### config.mk
export PLATFORM = sky130hd
export DESIGN_NAME = stcq_cell
export DESIGN_NICKNAME = d
export VERILOG_FILES = /design/src/rtl/core/sorted_timer_callout_queue_assert.svh /design/src/rtl/core/stcq_pkg.sv /design/src/rtl/core/stcq_cell.sv
export SDC_FILE = /design/constraint.sdc
export NUM_CORES = 1
export LEC_CHECK = 0
export BUFFER_PORTS_ARGS = -buffer_cell sky130_fd_sc_hd__buf_2
export CAP_MARGIN = 20
export CELL_PAD_IN_SITES_DETAIL_PLACEMENT = 0
export CELL_PAD_IN_SITES_GLOBAL_PLACEMENT = 1
export CORE_AREA = 8 8 212 214
export CTS_BUF_LIST = sky130_fd_sc_hd__clkbuf_4 sky130_fd_sc_hd__clkbuf_8 sky130_fd_sc_hd__clkbuf_16
export CTS_CLUSTER_SIZE = 25
export DETAILED_ROUTE_END_ITERATION = 8
export DIE_AREA = 0 0 220 222
export PLACE_DENSITY = 0.6
export SKIP_CTS_REPAIR_TIMING = 1
export SYNTH_ARGS = -nofsm -noshare
export SYNTH_HDL_FRONTEND = slang
export SYNTH_SLANG_ARGS = --single-unit
### constraint.sdc
create_clock -name clock -period 5.2 [get_ports clock]
set_input_delay 0 -clock clock [delete_from_list [all_inputs] [get_ports clock]]
set_output_delay 0 -clock clock [all_outputs]
set_load 0.01 [all_outputs]
### src/rtl/core/sorted_timer_callout_queue_assert.svh
// Assertion helpers shared by the queue RTL.
`ifndef SORTED_TIMER_CALLOUT_QUEUE_ASSERT_SVH
`define SORTED_TIMER_CALLOUT_QUEUE_ASSERT_SVH

// Same-cycle implication.
`define STCQ_ASSERT_IMPLY(label, clk, rst, ante, cons, msg) \
   label: assert property (@(posedge clk) disable iff (rst) (ante) |-> (cons)) \
      else $error(msg);

// Next-cycle implication.
`define STCQ_ASSERT_NEXT(label, clk, rst, ante, cons, msg) \
   label: assert property (@(posedge clk) disable iff (rst) (ante) |=> (cons)) \
      else $error(msg);

`endif

### src/rtl/core/stcq_pkg.sv
package stcq_pkg;

   localparam int unsigned DataW      = 32;
   localparam int unsigned MaxResults = 16;
   localparam int unsigned ResCntW    = $clog2(MaxResults);

   typedef enum logic [1:0] {
      CMD_ADD    = 2'd0,
      CMD_REMOVE = 2'd1,
      CMD_TICK   = 2'd2
   } cmd_type;

   typedef enum logic [2:0] {
      KIND_ADDED    = 3'd0,
      KIND_FULL     = 3'd1,
      KIND_REMOVED  = 3'd2,
      KIND_NOTFOUND = 3'd3,
      KIND_EXPIRED  = 3'd4,
      KIND_IDLE     = 3'd5
   } kind_type;

   typedef struct packed {
      logic [DataW-1:0] deadline;
      logic [DataW-1:0] func;
      logic [DataW-1:0] arg;
      logic [DataW-1:0] ident;
   } entry_type;

   typedef struct packed {
      logic             insert;
      logic             drop;
      logic [DataW-1:0] target;
   } cell_ctl_type;

   typedef struct packed {
      logic valid;
      logic later;   // holds a deadline after the one being inserted
      logic match;   // ident equals the remove target
   } cell_status_type;

endpackage

### src/rtl/core/stcq_cell.sv
module stcq_cell (
   input  logic                     clock,
   input  logic                     reset,
   input  stcq_pkg::cell_ctl_type   ctl,
   input  stcq_pkg::entry_type      new_entry,
   input  stcq_pkg::entry_type      left_entry,
   input  logic                     left_valid,
   input  logic                     left_later,
   input  stcq_pkg::entry_type      right_entry,
   input  logic                     right_valid,
   input  logic                     drop_here,
   output stcq_pkg::entry_type      entry,
   output stcq_pkg::cell_status_type status
);

   stcq_pkg::entry_type entry_ff, entry_in;
   logic                valid_ff, valid_in;
   logic                later;

   assign later = valid_ff && (entry_ff.deadline > new_entry.deadline);

   // Sorted insert: the later suffix shifts right by one, the first
   // later (or first empty) cell takes the new entry.
   always_comb begin
      entry_in = entry_ff;
      valid_in = valid_ff;
      if (ctl.insert) begin
         if (valid_ff ? later : left_valid) begin
            entry_in = left_later ? left_entry : new_entry;
            valid_in = 1'b1;
         end
      end else if (ctl.drop && drop_here) begin
         entry_in = right_entry;
         valid_in = right_valid;
      end
   end

   always_ff @(posedge clock) begin
      if (reset) begin
         valid_ff <= 1'b0;
      end else begin
         valid_ff <= valid_in;
      end
   end

   always_ff @(posedge clock) begin
      entry_ff <= entry_in;
   end

   assign entry        = entry_ff;
   assign status.valid = valid_ff;
   assign status.later = later;
   assign status.match = valid_ff && (entry_ff.ident == ctl.target);

endmodule

==> flow_summary_export.csv <==
group,metric,value,unit
timing,fin_skew,0.00837,ns
pwr,peakVddDrop,0.149,mV
timing,hold_violations,11,
global_routing,grt_pass1_wl,49.7,mm
global_routing,grt-ovfl-total,0,
setup_path,cp_max_fo,67,
setup_path,startpoint_type,"flip-flop",
route,antenna_left,0,
cts,cts_max_level,4,
floorplan,start_util,0.187,
run_status,status,"finished with violations",
cts,cts_root_buf,"clkbuf_16",
finish,syn_to_final_growth,78.1,%
finish,layout.nets,1928,
cts,clock-sinks,129,
pwr,total_power,3450,uW
finish,drive_gt1_frac,0.403,
global_routing,met3_usage,0.0472,
logic_synthesis,synthTopCellsByArea,"edfxtp_1 (50%), mux2i_1 (17%), a21oi_1 (9.2%)",
floorplan,io_pins,555,
finish,nFillCells,4346,
route,vias_per_cell,4.10,
hold_path,hold_path_class,"in -> reg",
logic_synthesis,ys.flop_type,"edfxtp_1",
route,wl,36.2,mm
run_status,violations,"hold timing",
timing,worst_slew_pin_slew,0.979,ns
placement,place_hpwl,28.8,mm
logic_synthesis,yosysSeqAreaShare,0.498,
timing,final.setup.tns,0,ns
setup_path,criticalPathCategory,"reg -> reg",
route,first_iter_violations,326,
global_routing,grt-busiest-layer,"met2",
logic_synthesis,synthesis.area,7750,sq um
global_routing,grt_usage,0.135,
logic_synthesis,ys_ff_latch,129,
logic_synthesis,ys_async_sr_fraction,0,
timing,fin_crit_sh,0.590,
route,dr_total_vias,8305,
cts,cts.clk_slew.worst_paths,0.06,ns
timing,fmax,326,MHz
pwr,leakagePower,0.00640,uW
logic_synthesis,synthCells,724,
timing,maxSlewViolCount,0,
logic_synthesis,yosysTopAreaCell,"edfxtp_1",
placement,portBuffers,554,
finish,multi_input_area,3550,sq um
timing,whs,-0.0338,ns
cts,cts_tree,"done",
floorplan,die-width,220,um
job,maxCapViolations,0,
setup_path,rrSetupSlack,2.13,ns
global_routing,use_met2,0.240,
timing,period_minus_slack,3.07,ns
global_routing,grt_pass1_vias,8165,
cts,worstSkewPairLatency,0.44,ns
setup_path,required,5.25,ns
cts,cts_buffers,17,
floorplan,die_y,222,um
floorplan,rows,75,
setup_path,cp-end-kind,"flip-flop",
floorplan,dieArea,48800,sq um
route,wl_per_cell,17.9,um
global_routing,grtUsageMet1,0.149,
placement,gp_congestion,0.807,
logic_synthesis,avgSynthCellArea,10.7,sq um
route,drtPass1Iterations,4,
route,remaining_drc_errors,0,
timing,rsz0062_at_grt,"no",
timing,slew_headroom,0.347,
logic_synthesis,netlist-cell-type-count,41,
logic_synthesis,synth_edf_count,128,
floorplan,core_area,41500,sq um
setup_path,critPathArrivalTime,3.12,ns
timing,setup_viol,0,
logic_synthesis,synth_fp_nets,1180,
logic_synthesis,yosys.area.top_type_share,0.496,
finish,regArea,3860,sq um
global_routing,antenna_found_initial,2,
logic_synthesis,yosysWarnings,0,
pwr,power_density,250,nW/um^2
cts,cts_max_path_buffers,2,
global_routing,grt_max_degree,121,
==> kinds of logic (layout without fill, tap and decap cells) <==
logic type | Yosys count | in the layout | synth area share
flip-flops | 129 | 129 | 0.498
XOR/XNOR | 32 | 32 | 0.0362
other | 0 | 1 | 0
buffers and inverters | 78 | 839 | 0.0449
multiplexers | 128 | 128 | 0.165
AO/OA/AOI/OAI | 160 | 160 | 0.112
AND/OR/NAND/NOR | 165 | 165 | 0.0917
adder cells (fa/ha/maj) | 32 | 32 | 0.0517
==> Yosys cell counts (2+ instances only) <==
library cell / number
a21oi_1: 143
buf_2: 12
buf_4: 4
buf_6: 2
clkbuf_1: 25
edfxtp_1: 128
ha_1: 32
inv_1: 33
mux2i_1: 128
nand2_1: 6
nand3_1: 2
nand4_1: 13
nand4_2: 2
nor2_1: 131
nor4_1: 4
o21ai_0: 4
xnor2_1: 28
xor2_1: 4
==> worst max-delay path, cell delays in order (launching register included) <==
cell and delay, ns:
edfxtp_1 0.39, ha_1 0.35, nand4_2 0.18, nor4_2 0.39, and3b_1 0.22, o41ai_2 0.10, a41oi_4 0.23, buf_4 0.71
==> power by group <==
group / internal (uW) / switching, uW / total (uW)
clock network: 757 / 499 / 1260
registers: 1270 / 42.1 / 1320
logic: 452 / 425 / 876
total: 2480 / 966 / 3450
==> final timing paths <==
check | start | to | cells past startpoint
max reg2reg | entry[123] | entry[53] | 7
min | left_entry[100] | entry[100] | 3
max | entry[123] | entry[53] | 7
min reg2reg | valid_ff | valid_ff | 3
==> per-stage QoR <==
step           std cells  setup slack (ns)  utilization  instance area, sq um
6_report            2025              2.13        0.333                 13800
5_1_grt             2024              1.94        0.333                 13800
4_1_cts             1809              2.10        0.281                 11600
3_5_place_dp        1777              2.09        0.266                 11100
3_3_place_gp        1777              2.17        0.266                 11100
2_1_floorplan        724             0.852            -                  7760
==> area by class of cell <==
| class | instances | share of cell area |
|---|---|---|
| Antenna cell | 1 | 0.000181 |
| Clock buffer | 18 | 0.0314 |
| Clock inverter | 14 | 0.0119 |
| Inverter | 33 | 0.00897 |
| Multi-Input combinational cell | 517 | 0.257 |
| Sequential cell | 129 | 0.280 |
| Tap cell | 539 | 0.0489 |
| Timing Repair Buffer | 774 | 0.362 |
==> state kept, by name, indices dropped and copies added, names as in the netlist <==
signal,cells
valid_ff,1
entry,128
==> routing by layer <==
| layer | vias up | share of wire |
|---|---|---|
| li1 | 4134 | - |
| met2 | 355 | 0.51 |
| met3 | 29 | 0.082 |
| met4 | 0 | 0.015 |
| met1 | 3787 | 0.40 |
| met5 | - | 0 |
==> layout by cell type (no fill, tap or decap), types with 2 or more instances in the layout <==
cell type and n:
o21ai_0 4, mux2i_1 128, inv_6 2, clkinv_1 3, xor2_1 4, xnor2_1 28
edfxtp_1 128, nand2_1 6, nand4_2 2, clkinv_4 2, buf_4 4, clkinvlp_4 3
clkbuf_8 2, nor4_1 4, nor2_1 131, nand4_1 13, nand3_1 2, dlygate4sd3_1 215
clkbuf_16 17, buf_2 552, a21oi_1 143, inv_1 33, bufinv_16 3, ha_1 32
Note: power is estimated with default switching activity, not from simulation.
